## config.mk

```make
export PLATFORM = sky130hd
export DESIGN_NAME = rtd_store
export DESIGN_NICKNAME = d
export VERILOG_FILES = /design/src/rtl/rtd_pkg.sv /design/src/rtl/rtd_store.sv
export SDC_FILE = /design/constraint.sdc
export NUM_CORES = 2
export LEC_CHECK = 0
export BUFFER_PORTS_ARGS = -buffer_cell sky130_fd_sc_hd__clkbuf_2
export CAP_MARGIN = 20
export CORE_UTILIZATION = 60
export CTS_BUF_LIST = sky130_fd_sc_hd__clkbuf_4 sky130_fd_sc_hd__clkbuf_8
export DETAILED_ROUTE_END_ITERATION = 8
export GPL_TIMING_DRIVEN = 0
export HOLD_SLACK_MARGIN = 0.06
export PLACE_DENSITY = 0.78
export RECOVER_POWER = 50
export SETUP_SLACK_MARGIN = 0.2
export SLEW_MARGIN = 20
export SYNTH_ARGS = -nofsm -noshare
export SYNTH_HDL_FRONTEND = slang
export SYNTH_SLANG_ARGS = --single-unit
```

## constraint.sdc

```tcl
create_clock -name clk_i -period 5.06 [get_ports clk_i]
set_input_delay 0.759 -clock clk_i [delete_from_list [all_inputs] [get_ports clk_i]]
set_output_delay 0.759 -clock clk_i [all_outputs]
set_load 0.005 [all_outputs]
```

## src/rtl/rtd_pkg.sv

```systemverilog
package rtd_pkg;

  typedef enum logic [2:0] {
    OP_LOAD   = 3'd0,
    OP_UNLOAD = 3'd1,
    OP_TICK   = 3'd2,
    OP_CAS    = 3'd3,
    OP_SET    = 3'd4,
    OP_CLEAR  = 3'd5,
    OP_QUERY  = 3'd6,
    OP_RSVD   = 3'd7
  } opcode_e;

  typedef enum logic [1:0] {
    ST_UNLOADED = 2'd0,
    ST_LOADING  = 2'd1,
    ST_LOADED   = 2'd2,
    ST_EVICTING = 2'd3
  } status_e;

  typedef enum logic [2:0] {
    ERR_NONE          = 3'd0,
    ERR_NO_ENTRY      = 3'd1,
    ERR_ALREADY_UNLD  = 3'd2,
    ERR_ALREADY_EVICT = 3'd3,
    ERR_MISMATCH      = 3'd4,
    ERR_UNDERFLOW     = 3'd5
  } err_e;

  localparam logic [7:0] FRAME_MAX     = 8'd255;
  localparam logic [7:0] THRESHOLD_RST = 8'd10;
  localparam int unsigned MAX_RESULTS  = 64;
  localparam int unsigned FREE_CNT_W   = $clog2(MAX_RESULTS) + 1;

  // one result item
  typedef struct packed {
    logic        last;
    logic [5:0]  freed_handle;
    logic        freed_valid;
    logic [31:0] allocation;
    logic        has_allocation;
    logic [2:0]  error_code;
    logic        ok;
    logic        enqueue_load;
    logic [1:0]  status;
  } rtd_result_t;

  // operation handed to the update unit
  typedef struct packed {
    opcode_e     op;
    logic [1:0]  exp_status;
    logic [1:0]  swap_status;
    logic        in_range;
    logic        free_ok;
    logic [5:0]  handle;
  } rtd_cmd_t;

  // what the update unit asks of the store
  typedef struct packed {
    logic wr_en;
    logic present;
    logic freed;
  } rtd_ctl_t;

endpackage

```

## src/rtl/rtd_store.sv

```systemverilog
module rtd_store import rtd_pkg::*; #(
  parameter int unsigned NumEntries = 64,
  parameter int unsigned RefW       = 16,
  parameter int unsigned AllocW     = 32,
  localparam int unsigned IdxW      = $clog2(NumEntries)
) (
  input  logic              clk_i,
  input  logic              rst_ni,
  input  logic              rd_en_i,
  input  logic [IdxW-1:0]   rd_addr_i,
  output logic              rd_present_o,
  output logic [1:0]        rd_status_o,
  output logic [RefW-1:0]   rd_refs_o,
  output logic [7:0]        rd_frames_o,
  output logic              rd_has_o,
  output logic [AllocW-1:0] rd_alloc_o,
  input  logic              wr_en_i,
  input  logic [IdxW-1:0]   wr_addr_i,
  input  logic              wr_present_i,
  input  logic [1:0]        wr_status_i,
  input  logic [RefW-1:0]   wr_refs_i,
  input  logic [7:0]        wr_frames_i,
  input  logic              wr_has_i,
  input  logic [AllocW-1:0] wr_alloc_i
);

  localparam int unsigned EntW = 2 + RefW + 8 + 1 + AllocW;

  logic [EntW-1:0]       mem [NumEntries];
  logic [EntW-1:0]       rd_q;
  logic [NumEntries-1:0] present_q;
  logic                  rd_present_q;

  // entry body: no reset, only used while present
  always_ff @(posedge clk_i) begin
    if (wr_en_i) begin
      mem[wr_addr_i] <= {wr_status_i, wr_refs_i, wr_frames_i, wr_has_i, wr_alloc_i};
    end
    if (rd_en_i) begin
      rd_q <= mem[rd_addr_i];
    end
  end

  always_ff @(posedge clk_i or negedge rst_ni) begin
    if (!rst_ni) begin
      present_q    <= '0;
      rd_present_q <= 1'b0;
    end else begin
      if (wr_en_i) begin
        present_q[wr_addr_i] <= wr_present_i;
      end
      if (rd_en_i) begin
        rd_present_q <= present_q[rd_addr_i];
      end
    end
  end

  assign rd_present_o = rd_present_q;
  assign rd_alloc_o   = rd_q[AllocW-1:0];
  assign rd_has_o     = rd_q[AllocW];
  assign rd_frames_o  = rd_q[AllocW+8:AllocW+1];
  assign rd_refs_o    = rd_q[AllocW+8+RefW:AllocW+9];
  assign rd_status_o  = rd_q[EntW-1:EntW-2];

endmodule

```

==> impl_metrics.toml <==
[outcome]
status = "complete, but fails checks"
failed_checks = "capacitance limit, slew limit"

[cells_and_area]
syn_to_final_growth_pct = 14.7
drive_gt1_frac = 0.371
final_nets = 6917
n_fill_cell = 13000

[setup_path]
r2r-start = "mem[12][55]$_DFFE_PP_"
r2r_cells = 5
worstPathMaxFanout = 13
cp-end-kind = "flop"
critPathKind = "input pin to flop"
crit_path_start = "rd_addr_i[2]"
cp_data_required_time_ns = 5.86
cp-start-kind = "input pin"
worstPathArrival_ns = 5.26
r2r_slack_ns = 2.23

[clock_network]
htreeDepth = 6
cts_buffers = 596
cts_setup_buffers = 0
clk_latency_ns = 1.19
cts_buffer_depth = 4
cts_root_buf = "clkbuf_8"
clk_pin_slew_ns = 0.07
cts_tree = "yes"
cts_num_sinks = 3900

[placed_design]
placement.io_buffers = 125
gp_congestion = 0.849
dp_hpwl_mm = 270

[detailed_routing]
drt_first_pass_iters = 7
drtIter0Drc = 13200
num_vias = 75000
wirelength_mm = 422
ant_nets = 0
viasPerCell = 7.14
avgRoutedWirePerCell_um = 40.2
drc_errors = 0

[floorplan]
row_count = 181
die_width_um = 498
dieArea_sq_mm = 0.248
initial_core_util = 0.605
die_h_um = 498
ios = 136
coreArea_sq_mm = 0.244

[sta]
slew_headroom = -1.37
max_slew.worst_pin.slew_ns = 3.56
fin_worst_skew_ns = 0.0926
fmax_mhz = 224
timing.final.crit_share = 0.882
hold_viol = 0
holdWs_ns = 0.361
finalSetupViolCount = 0
rsz0062_at_grt = "false"
fin_crit_ns = 4.46
fin_setup_tns_ns = 0
drv_slew = 3963

[logic_synthesis]
syn_avg_cell_area_sq_um = 25.2
synth_most_common_cell = "edfxtp_1"
async_flop_share = 0.0167
ys_types = 31
ys_seq_area_frac = 0.790
netlist_instances = 5869
synthTopCellsByCount = "edfxtp_1 (3835), mux4_2 (1168), buf_2 (137), clkbuf_1 (125), nor2_1 (84)"
synth-seq-cells = 3900
synth.top_cell.area_share = 0.779
ys.flop_type = "edfxtp_1"
synth-warning-count = 0
syn_nets = 5945
synth_edf_count = 3835
syn-cell-area_sq_mm = 0.148
synthTopCellsByArea = "edfxtp_1 (78%), mux4_2 (18%), dfrtp_1 (1.1%)"
synth_area_leader_cell = "edfxtp_1"

[hold_path]
holdPathStages = 2
hold_class = "input pin to flop"
hold_start = "wr_present_i"

[pwr]
power_density_mw_per_mm2 = 385
ir_worst_vdd_mv = 0.320
leakage_nw = 53.6

[global_routing]
track_usage = 0.342
grt-ovfl-total = 0
grt_antenna_before_repair = 34
grt_pass1_vias = 76700
grt_pass1_wl_mm = 579
grt_start_max_net_pins = 65

[run]
maxCapViolations = 63
==> placed cells by master (no fill, tap or decap), types with 11 or more instances in the layout <==
cell | netlist | routed
diode_2 | 0 | 22
clkinvlp_4 | 0 | 16
buf_1 | 32 | 29
clkinv_1 | 0 | 125
inv_6 | 0 | 12
clkbuf_2 | 0 | 87
nor2_1 | 84 | 25
buf_2 | 137 | 139
nor2_4 | 0 | 59
clkinv_2 | 0 | 66
clkbuf_4 | 0 | 187
dfrtp_1 | 65 | 65
clkbuf_1 | 125 | 169
buf_16 | 0 | 58
nor2b_1 | 14 | 14
mux2_2 | 74 | 74
o22ai_1 | 14 | 14
buf_4 | 17 | 17
mux4_2 | 1168 | 1168
mux2i_1 | 41 | 41
clkbuf_8 | 0 | 608
edfxtp_1 | 3835 | 3835
nand2_1 | 82 | 82
o21ai_0 | 14 | 14
buf_12 | 0 | 171
a211oi_1 | 29 | 29
bufinv_16 | 0 | 19
nand3_1 | 11 | 11
a22oi_1 | 80 | 80
==> worst max-delay path, stage by stage <==
cell      delay, ns
buf_2          0.24
buf_2          0.37
buf_2          0.89
buf_2          0.58
buf_2          0.41
buf_4          0.32
mux2i_1        0.85
nand2_1        0.23
o21ai_0        0.32
a211oi_1       0.26
==> metal layers <==
metal	routed length [um]	track usage	vias to the layer above
li1	-	-	27600
met1	132000	0.423	38600
met2	198000	0.531	7170
met3	65400	0.126	1554
met4	26300	0.186	28
met5	399	0	-
==> per-stage QoR <==
| step | area [sq um] | setup slack [ns] | total power (W) | util | std cells |
|---|---|---|---|---|---|
| 2_1_floorplan | 148000 | 0.343 | 0.0384 | - | 5869 |
| 3_3_place_gp | 152000 | -4.09 | 0.0399 | 0.624 | 9196 |
| 3_5_place_dp | 158000 | 0.122 | 0.0401 | 0.648 | 9443 |
| 4_1_cts | 170000 | 1.34 | 0.0652 | 0.695 | 10500 |
| 5_1_grt | 170000 | 0.821 | 0.0667 | 0.694 | 10500 |
| 6_report | 170000 | 0.599 | 0.0653 | 0.695 | 10500 |
==> area by class of cell <==
| type | instances | area, sq um | share of cell area |
|---|---|---|---|
| sequential | 3900 | 117000 | 0.689 |
| multi-input combinational | 1652 | 30000 | 0.177 |
| clock buffer | 795 | 9770 | 0.0576 |
| timing repair buffer | 374 | 5790 | 0.0341 |
| tap | 3202 | 4010 | 0.0236 |
| clock inverter | 242 | 1640 | 0.00969 |
| buffer | 315 | 1480 | 0.00871 |
| antenna | 22 | 55.1 | 0.000325 |
| inverter | 2 | 7.51 | 0.0000443 |
==> power by group <==
group	switching (W)	internal, W
Sequential	0.000127	0.0359
Clock	0.0122	0.0136
Combinational	0.00225	0.00132
Total	0.0145	0.0508
==> worst paths after layout <==
| check | endpoint |
|---|---|
| max | rd_q[55]$_DFFE_PP_ |
| min | present_q[0]$_DFFE_PN0P_ |
| max reg2reg | rd_q[55]$_DFFE_PP_ |
| min reg2reg | present_q[46]$_DFFE_PN0P_ |
| max in group asynchronous | present_q[12]$_DFFE_PN0P_ |
| min in group asynchronous | present_q[39]$_DFFE_PN0P_ |
==> registers in the layout, indices dropped and copies added, names as in the netlist <==
register,cells
mem,3776
present_q,64
rd_q,59
rd_present_o,1
==> cells by family (layout without fill, tap and decap cells) <==
logic type | after synthesis | in the layout | synth area share
DFF | 3900 | 3900 | 0.790
muxes | 1283 | 1283 | 0.186
buffers and inverters | 317 | 1728 | 0.00984
and+or+nand+nor | 212 | 212 | 0.00609
AOI/OAI and AO/OA | 157 | 157 | 0.00762
other | 0 | 22 | 0
==> what timing repair did <==
action,CTS,global route
endpoints found under the hold margin,73,0
resized for setup,0,0
hold buffers,2,0
Power figures use the tool's default switching activity.
