<file path="src/rtl/rtd_pkg.sv">
package rtd_pkg;

  typedef enum logic [2:0] {
    OP_LOAD   = 3'd0,
    OP_UNLOAD = 3'd1,
    OP_TICK   = 3'd2,
    OP_CAS    = 3'd3,
    OP_SET    = 3'd4,
    OP_CLEAR  = 3'd5,
    OP_QUERY  = 3'd6,
    OP_RSVD   = 3'd7
  } opcode_e;

  typedef enum logic [1:0] {
    ST_UNLOADED = 2'd0,
    ST_LOADING  = 2'd1,
    ST_LOADED   = 2'd2,
    ST_EVICTING = 2'd3
  } status_e;

  typedef enum logic [2:0] {
    ERR_NONE          = 3'd0,
    ERR_NO_ENTRY      = 3'd1,
    ERR_ALREADY_UNLD  = 3'd2,
    ERR_ALREADY_EVICT = 3'd3,
    ERR_MISMATCH      = 3'd4,
    ERR_UNDERFLOW     = 3'd5
  } err_e;

  localparam logic [7:0] FRAME_MAX     = 8'd255;
  localparam logic [7:0] THRESHOLD_RST = 8'd10;
  localparam int unsigned MAX_RESULTS  = 64;
  localparam int unsigned FREE_CNT_W   = $clog2(MAX_RESULTS) + 1;

  // one result item
  typedef struct packed {
    logic        last;
    logic [5:0]  freed_handle;
    logic        freed_valid;
    logic [31:0] allocation;
    logic        has_allocation;
    logic [2:0]  error_code;
    logic        ok;
    logic        enqueue_load;
    logic [1:0]  status;
  } rtd_result_t;

  // operation handed to the update unit
  typedef struct packed {
    opcode_e     op;
    logic [1:0]  exp_status;
    logic [1:0]  swap_status;
    logic        in_range;
    logic        free_ok;
    logic [5:0]  handle;
  } rtd_cmd_t;

  // what the update unit asks of the store
  typedef struct packed {
    logic wr_en;
    logic present;
    logic freed;
  } rtd_ctl_t;

endpackage

</file>
<file path="src/rtl/rtd_update.sv">
module rtd_update import rtd_pkg::*; #(
  parameter int unsigned RefW   = 16,
  parameter int unsigned AllocW = 32
) (
  input  rtd_cmd_t          cmd_i,
  input  logic [31:0]       alloc_in_i,
  input  logic [7:0]        threshold_i,
  input  logic              cur_present_i,
  input  logic [1:0]        cur_status_i,
  input  logic [RefW-1:0]   cur_refs_i,
  input  logic [7:0]        cur_frames_i,
  input  logic              cur_has_i,
  input  logic [AllocW-1:0] cur_alloc_i,
  output rtd_ctl_t          ctl_o,
  output logic [1:0]        nxt_status_o,
  output logic [RefW-1:0]   nxt_refs_o,
  output logic [7:0]        nxt_frames_o,
  output logic              nxt_has_o,
  output logic [AllocW-1:0] nxt_alloc_o,
  output rtd_result_t       res_o
);

  logic [7:0] frames_inc;
  logic       entry_res;
  logic       ok;
  logic       enq;
  err_e       err;

  assign frames_inc = (cur_frames_i == FRAME_MAX) ? cur_frames_i : cur_frames_i + 8'd1;

  always_comb begin
    ctl_o         = '0;
    ctl_o.present = cur_present_i;
    nxt_status_o  = cur_status_i;
    nxt_refs_o    = cur_refs_i;
    nxt_frames_o  = cur_frames_i;
    nxt_has_o     = cur_has_i;
    nxt_alloc_o   = cur_alloc_i;
    entry_res     = 1'b0;
    ok            = 1'b0;
    enq           = 1'b0;
    err           = ERR_NONE;
    res_o         = '0;
    res_o.last    = 1'b1;

    unique case (cmd_i.op)
      OP_TICK: begin
        // one sweep step: age an evicting entry, free it once old enough if it holds an allocation
        res_o.last = 1'b0;
        if (cur_present_i && (cur_status_i == ST_EVICTING)) begin
          ctl_o.wr_en  = 1'b1;
          nxt_frames_o = frames_inc;
          if ((frames_inc >= threshold_i) && cur_has_i && cmd_i.free_ok) begin
            ctl_o.present        = 1'b0;
            ctl_o.freed          = 1'b1;
            res_o.ok             = 1'b1;
            res_o.has_allocation = 1'b1;
            res_o.allocation     = 32'(cur_alloc_i);
            res_o.freed_valid    = 1'b1;
            res_o.freed_handle   = cmd_i.handle;
          end
        end
      end
      OP_RSVD: begin
        // no change, empty result
      end
      default: begin
        if (!cmd_i.in_range || ((cmd_i.op != OP_LOAD) && !cur_present_i)) begin
          res_o.error_code = ERR_NO_ENTRY;
        end else begin
          entry_res = 1'b1;
          unique case (cmd_i.op)
            OP_LOAD: begin
              if (!cur_present_i) begin
                nxt_status_o = ST_UNLOADED;
                nxt_refs_o   = '0;
                nxt_has_o    = 1'b0;
                nxt_alloc_o  = '0;
              end
              if (nxt_refs_o != '1) begin
                nxt_refs_o = nxt_refs_o + RefW'(1);
              end
              nxt_frames_o = 8'd0;
              if (nxt_status_o == ST_UNLOADED) begin
                nxt_status_o = ST_LOADING;
                enq          = 1'b1;
              end else if (nxt_status_o == ST_EVICTING) begin
                nxt_status_o = ST_LOADED;
              end
              ctl_o.wr_en   = 1'b1;
              ctl_o.present = 1'b1;
              ok            = 1'b1;
            end
            OP_UNLOAD: begin
              if (cur_refs_i == '0) begin
                err = ERR_UNDERFLOW;
              end else begin
                nxt_refs_o  = cur_refs_i - RefW'(1);
                ctl_o.wr_en = 1'b1;
                if (nxt_refs_o != '0) begin
                  ok = 1'b1;
                end else if (cur_status_i == ST_UNLOADED) begin
                  err = ERR_ALREADY_UNLD;
                end else if (cur_status_i == ST_EVICTING) begin
                  err = ERR_ALREADY_EVICT;
                end else begin
                  nxt_status_o = ST_EVICTING;
                  ok           = 1'b1;
                end
              end
            end
            OP_CAS: begin
              if (cur_status_i == cmd_i.exp_status) begin
                nxt_status_o = cmd_i.swap_status;
                ctl_o.wr_en  = 1'b1;
                ok           = 1'b1;
              end else begin
                err = ERR_MISMATCH;
              end
            end
            OP_SET: begin
              nxt_has_o   = 1'b1;
              nxt_alloc_o = AllocW'(alloc_in_i);
              ctl_o.wr_en = 1'b1;
              ok          = 1'b1;
            end
            OP_CLEAR: begin
              nxt_has_o   = 1'b0;
              nxt_alloc_o = '0;
              ctl_o.wr_en = 1'b1;
              ok          = 1'b1;
            end
            default: begin
              // query
              ok = 1'b1;
            end
          endcase
        end
      end
    endcase

    if (entry_res) begin
      res_o.status         = nxt_status_o;
      res_o.enqueue_load   = enq;
      res_o.ok             = ok;
      res_o.error_code     = err;
      res_o.has_allocation = nxt_has_o;
      res_o.allocation     = nxt_has_o ? 32'(nxt_alloc_o) : 32'd0;
    end
  end

endmodule

</file>
<file path="config.mk">
export PLATFORM = sky130hd
export DESIGN_NAME = rtd_update
export DESIGN_NICKNAME = d
export VERILOG_FILES = /design/src/rtl/rtd_pkg.sv /design/src/rtl/rtd_update.sv
export SDC_FILE = /design/constraint.sdc
export NUM_CORES = 1
export LEC_CHECK = 0
export ABC_AREA = 1
export CORE_MARGIN = 3
export CORE_UTILIZATION = 45
export DETAILED_ROUTE_END_ITERATION = 10
export DONT_BUFFER_PORTS = 1
export SYNTH_ARGS = -nofsm -noshare
export SYNTH_HDL_FRONTEND = slang
export SYNTH_SLANG_ARGS = --single-unit
</file>
<file path="constraint.sdc">
create_clock -name vclk -period 4.16
set_input_delay 0.832 -clock vclk [all_inputs]
set_output_delay 0.832 -clock vclk [all_outputs]
set_load 0.02 [all_outputs]
</file>
==> results of run 1 <==
power by group through the flow:
stage | combinational, mW | clock (mW) | sequential [mW]
final | 0.328 | 0 | 0
after global routing | 0.359 | 0 | 0
after CTS | 0.321 | 0 | 0
after detailed placement | 0.319 | 0 | 0
after global placement | 0.315 | 0 | 0
after floorplan | 0.254 | 0 | 0
area by class of cell:
cell class	instances	share of cell area
inverters	116	0.119
multi-input cells	495	0.727
well taps	96	0.0325
repair buffers	58	0.122
cells in the mapped netlist (10+ instances only):
library cell | instances | share of area
a21oi_1 | 24 | 0.038
o21ai_1 | 21 | 0.033
a22oi_1 | 18 | 0.042
nor2_1 | 48 | 0.056
ha_1 | 15 | 0.059
xor2_1 | 11 | 0.030
nor3_1 | 12 | 0.019
o21ai_0 | 68 | 0.11
inv_1 | 108 | 0.13
o21ai_2 | 10 | 0.027
nand3_1 | 28 | 0.044
nand2_1 | 183 | 0.22
through the flow:
stage	setup TNS [ns]	total power, mW
floorplan	0	0.254
global placement	0	0.315
detailed placement	-0.0897	0.319
CTS	0	0.321
global route	-0.284	0.359
finish	0	0.328
metal layers:
layer | GRT usage | up-vias | share of wire
li1 | - | 2114 | -
met1 | 0.362 | 1918 | 0.39
met2 | 0.515 | 239 | 0.47
met3 | 0.0787 | 16 | 0.12
met4 | 0.0638 | 0 | 0.020
met5 | 0 | - | 0
cell families (layout without fill, tap and decap cells):
kind of cell	Yosys count	count (layout)	share of synthesized area
xor+xnor	16	16	0.0439
simple gates	312	312	0.445
compound gates	152	152	0.277
buf+inv	135	174	0.176
fa+ha+maj	15	15	0.0588
worst max-delay path, cell delays in order:
cell and delay, ns:
inv_1 0.05, nor3_2 0.21, nand2_1 0.13, nor3_2 0.19, xor2_1 0.16, nand2_1 0.12, ha_4 0.28, nand2_1 0.08
nor2_2 0.11, nand4_1 0.10, o2111ai_2 0.09, and3_1 0.20, nand3_2 0.10, buf_12 0.18, o21ai_1 0.17, buf_4 0.17
timing repair:
action | 4_1_cts | 5_1_grt
gates resized for setup | 2 | 21
gates cloned | 0 | 1
pin swaps | 0 | 9
buffers inserted | 0 | 1
setup endpoints to repair | 6 | 43
worst min path at each step:
stage,from,to,slack [ns],cells after the start
final,cur_alloc_i[16],res_o[24],1.82,2
after global routing,cur_alloc_i[24],res_o[32],1.82,2
after CTS,cur_alloc_i[12],res_o[20],1.82,2
after detailed placement,cur_alloc_i[12],res_o[20],1.82,2
after global placement,cur_alloc_i[12],res_o[20],1.82,2
after floorplan,cmd_i[0],res_o[41],1.78,2
==> impl_summary.md, run 1 <==
Final layout
The layout sequential cell count is 0. The combined area of the multi-input logic cells is 2680 sq um. For this run, the post-layout net count is 801. The sequential standard cell area is 0 sq um. At the end of the flow the core is filled with cells to 0.540. The clock buffers instantiated in the layout total 0.

The area added between synthesis and finish is 15.6%. In the final layout, the share of cells above drive strength 1 is 0.173. Excluding fillers, the count of instances in the completed layout stands at 765.

Leaving out fill and tap cells, the most frequent cells in the layout are nand2_1 (182), inv_1 (108), o21ai_0 (58), buf_4 (56), nor2_1 (47). The number of fill cells is 738. The commonest non-fill, non-tap cell in the layout is nand2_1.

The post-route cell area is 3690 sq um. The number of antenna diodes is 0.

Timing
For the finished layout, the period the worst path requires is 4.02 ns. Once routing completed, OpenROAD measured the worst setup slack at 0.136 ns. The total count of max-transition violations in the final report came to 0. At the pin with the least slew margin, the transition time is 0.741 ns. Setup violations remaining at the end of the flow were counted as 0.

The final count of hold timing violations is 0. The final worst hold slack is 1.82 ns. In the finished design, the share of the clock period the worst path needs comes to 0.967. Measured against its own limit, the worst slew margin works out to 0.501. The maximum clock frequency is 249 MHz.

Detailed routing
The detail route stage leaves a number of antenna-violating nets equal to 0. For this run, design rule violations remaining after detail routing come to 0. The ratio of routed vias to standard cells is 5.60. The first detailed-routing pass took 5 iterations. The mean routed wirelength per cell is 17.0 microns. The first routing iteration left 211 violations. The total wirelength of the detailed-routed design is 13.0 mm. Summing over every cut layer, the via total after detailed routing is 4,287.

Worst setup path
The launching element of the worst setup path is cur_frames_i[0]. The endpoint kind of the worst setup timing path is an output pin. The start-to-end type of the worst setup path is in2out.

The critical path endpoint is res_o[34]. The largest fanout on the critical path is 23. Data arrives at the worst endpoint at 3.19 ns. The required time of the critical path is 3.33 ns.

STA classifies the critical path startpoint as a primary input.

Pwr
The analysis attributes to cell leakage a power of 1.91 nW. Dividing total power by cell area gives a power density of 89.0 nW/um^2. Of the total power, the clock network draws 0. The internal power is 96.2 uW. The net switching power of the design is 232 uW.

The worst ir drop on vdd is 0.0420 mV. The share of total power dissipated in combinational logic is 1.000. The sequential cell fraction of total power is 0. Of the total power, the share spent switching nets is 0.707.

Hold path
The tightest min-delay check is of the in2out type.

Placement
The detailed-placement wirelength estimate is 10.8 mm. The placer's final routability congestion estimate is 0.956. The total instance count after detailed placement is 763.

Once placement finished, the instance area stood at 3620 sq um. During placement, the flow inserted port buffers numbering 0. OpenSTA, run right after detailed placement, puts the worst setup slack at -0.0362 ns.

Global route
The global routing usage summed across all routing layers is 0.295. The total overflow left after global routing is 0. The initial antenna violation count is 0. The via count of the first global-routing pass is 4,015. The maximum number of pins on one net before global-route repair is 24. The first global-routing pass estimated 20.4 mm of wire.

Floorplan
The floorplan core area is 6830 sq um. 225 I/O pins were placed. In this run the core area contains 30 standard-cell rows. Measured along the x axis, the die boundary spans 90.2 microns.

The area of the die is 8140 sq um. The effective utilization at floorplan is 0.467. The floorplan step set the die height to 90.2 microns.

Logic synthesis
The number of nets in the synthesized netlist is 760. The total number of yosys warnings is 0. The share of the Yosys chip area taken by registers is 0. The mean instance size in the synthesized netlist is 5.07 sq um. The cell count after synthesis is 630. The post-synthesis cell type count is 43. The mapped netlist covers 3190 sq um.

Outcome
The run finished with clean final reports.

Clock network
After clock tree synthesis, the flow added hold-fix buffers numbering 0.

Job
Max-cap violations in this run came to 0.
Note: power is estimated with default switching activity, not from simulation.
==> run 2, diff against run 1 <==
==> constraint.sdc (replaced) <==
create_clock -name vclk -period 4.16
set_input_delay 1.248 -clock vclk [all_inputs]
set_output_delay 1.248 -clock vclk [all_outputs]
set_load 0.02 [all_outputs]
==> impl_summary.md, run 2 (synthesized netlist as in run 1, its figures left out) <==
Timing
The final count of hold timing violations is 0 (unchanged). The count of endpoints failing setup in the final report is 47 (was 0). The total count of max-transition violations in the final report is 0 (unchanged). The transition time at the pin with the least slew margin was 0.512 ns (was 0.741 ns). The final worst hold slack came to 2.62 ns (was 1.82 ns).

Setup repair after global routing could not meet its margin everywhere. The final critical-path required period is 4.77 ns (was 4.02 ns). The maximum clock frequency is 210 MHz (was 249 MHz).

The worst path setup slack after routing is -0.606 ns (was 0.136 ns). The worst slew margin relative to its limit is 0.659 (was 0.501). The portion of the clock cycle consumed by the worst path in the final layout was 1.15 (was 0.967).

Worst setup path
The largest fanout on the critical path is 9 (was 23). The required time of the critical path is 2.91 ns (was 3.33 ns). The largest stage delay on the critical path came to 0.30 ns (was 0.28 ns). The most common cell type on the critical path is nand4_1 (was nand2_1). The sum of buffers and inverters on the critical path is 3 (unchanged). The arrival time at the worst endpoint is 3.52 ns (was 3.19 ns).

The endpoint kind of the worst setup timing path is an output pin (unchanged). The kind of cell adding the most delay to the critical path is simple AND/OR/NAND/NOR gates (unchanged). The startpoint type of the worst setup path is a primary input (unchanged).

The start-to-end type of the worst setup path was in2out (unchanged). The launching element of the worst setup path is cur_frames_i[0] (unchanged). The critical path's slowest cell is ha_1 (was ha_4).

Cell Chain, Critical Path: ha_4 -> nand4_1 -> nor2_2 -> nand2_2 -> nand4_1 -> xor2_1 -> ha_1 -> nand2_2 -> nor2_2 -> nand4_1 -> o2111ai_1 -> and3_1 -> nand3_4 -> buf_12 -> buf_12 -> inv_16 -> nand2_1 -> o21ai_2 (was inv_1 -> nor3_2 -> nand2_1 -> nor3_2 -> xor2_1 -> nand2_1 -> ha_4 -> nand2_1 -> nor2_2 -> nand4_1 -> o2111ai_2 -> and3_1 -> nand3_2 -> buf_12 -> o21ai_1 -> buf_4).

Final layout
The layout sequential cell count is 0 (unchanged). Commonest cells after routing, fill and taps aside: nand2_1 (148), buf_4 (114), inv_1 (96), o21ai_0 (40), nor2_1 (31) (was nand2_1 (182), inv_1 (108), o21ai_0 (58), buf_4 (56), nor2_1 (47)). The commonest non-fill, non-tap cell in the layout is nand2_1 (unchanged).

The clock buffer instance count of the final layout is 0 (unchanged). The number of antenna diodes is 0 (unchanged). The total number of nets in the final design was 882 (was 801). The share of layout cells above drive strength 1 is 0.392 (was 0.173). The sequential standard cell area came to 0 sq um (unchanged). The area added between synthesis and finish is 64.3% (was 15.6%).

Detailed routing
The first-pass detailed-route iteration total came to 5 (unchanged). The count of vias placed by the detailed router came to 4,995 (was 4,287). The mean routed wirelength per cell came to 18.6 microns (was 17.0 microns).

The remaining antenna violation count after routing is 0 (unchanged). The ratio of routed vias to standard cells came to 5.90 (was 5.60). The first-iteration detailed-routing DRC count is 326 (was 211).

The total wirelength of the detailed-routed design is 15.8 mm (was 13.0 mm). The number of DRC violations after detailed routing is 0 (unchanged).

Global route
The via count of the first global-routing pass is 4,420 (was 4,015). The aggregate global routing overflow is 0 (unchanged). The maximum number of pins on one net before global-route repair was 33 (was 24). The initial antenna violation count is 0 (unchanged). The wire length of the first global-routing pass is 22.2 mm (was 20.4 mm). The global routing usage summed across all routing layers is 0.323 (was 0.295).

Placement
The detailed-placement wirelength estimate came to 11.6 mm (was 10.8 mm). The count of buffers inserted at the top-level ports is 0 (unchanged). The placer's final routability congestion estimate came to 0.979 (was 0.956).

Pwr
The internal power is 169 uW (was 96.2 uW). The sequential cell fraction of total power is 0 (about the same). The portion of total power attributed to combinational logic is 1.000 (about the same). The net switching power of the design is 284 uW (was 232 uW). The leakage power summed over all cells is 2.60 nW (was 1.91 nW). The worst ir drop on vdd is 0.0487 mV (was 0.0420 mV). The clock network power share is 0 (about the same). The power per cell area was 86.2 nW/um^2 (was 89.0 nW/um^2). The final total power is 453 uW (was 328 uW).

The switching fraction of total power was 0.628 (was 0.707).

Outcome
Run status: complete, but fails checks (was finished, final reports clean). The checks that failed: negative setup slack.

Clock network
The number of buffers inserted by hold repair at cts was 0 (unchanged).

Floorplan
The number of primary I/O pins came to 225 (unchanged). The effective utilization at floorplan is 0.467 (unchanged). The area of the die was 8140 sq um (unchanged). The height of the die came to 90.2 microns (unchanged). The floorplan core area is 6830 sq um (unchanged). The chip width is 90.2 microns (unchanged). The site row count is 30 (unchanged).

Job
The count of maximum capacitance violations is 0 (unchanged).

Hold path
The beginning of the worst hold path is cur_alloc_i[16] (unchanged). The worst min-delay path class is in2out (unchanged).
## run 2: changes by cell type in the layout (fill, tap and decap cells not counted), sizes merged
cell      change
clkbuf        +2
buf          +76
clkinv        +4
inv           -3
clkinvlp      +2
## run 2: timing repair
item                       4_1_cts  5_1_grt
setup buffers                   12       15
pin swaps                       18       36
setup endpoints to repair       58       66
resized for setup               25      106
gates cloned                     0        5
## run 2: final timing paths
| path | endpoint | cells after the start | slack (ns) |
|---|---|---|---|
| setup / recovery | res_o[18] | 18 | -0.61 |
| hold / removal | res_o[24] | 2 | 2.62 |
## run 2: final cells by class
class | count | area [sq um]
fillers | 537 | 1580
well taps | 96 | 120
repair buffers | 136 | 1190
multi-input cells | 495 | 3380
repair inverters | 3 | 52.6
inverters | 116 | 504
## run 2: power by group through the flow
| stage | sequential (mW) | combinational (mW) | clock [mW] |
|---|---|---|---|
| floorplan | 0 | 0.280 | 0 |
| global placement | 0 | 0.395 | 0 |
| detailed placement | 0 | 0.399 | 0 |
| CTS | 0 | 0.413 | 0 |
| global route | 0 | 0.487 | 0 |
| finish | 0 | 0.453 | 0 |
## run 2: metal layers
metal / track usage / part of all wire / vias to the layer above
met3: 0.0695 / 0.099 / 75
met2: 0.598 / 0.50 / 335
met1: 0.382 / 0.36 / 2308
met5: 0 / 0 / -
met4: 0.0638 / 0.044 / 0
li1: - / - / 2277
## run 2: metrics by stage
stage               area (sq um)   util  TNS [ns]  cells  setup WS (ns)
floorplan                   3670      -    -14.88    630         -0.408
global placement            4450  0.651    -19.74    815         -0.526
detailed placement          4450  0.651    -22.25    815         -0.576
CTS                         4640  0.679    -21.06    827         -0.545
global route                5250  0.768    -31.26    846         -0.746
finish                      5250  0.768    -24.00    846         -0.606
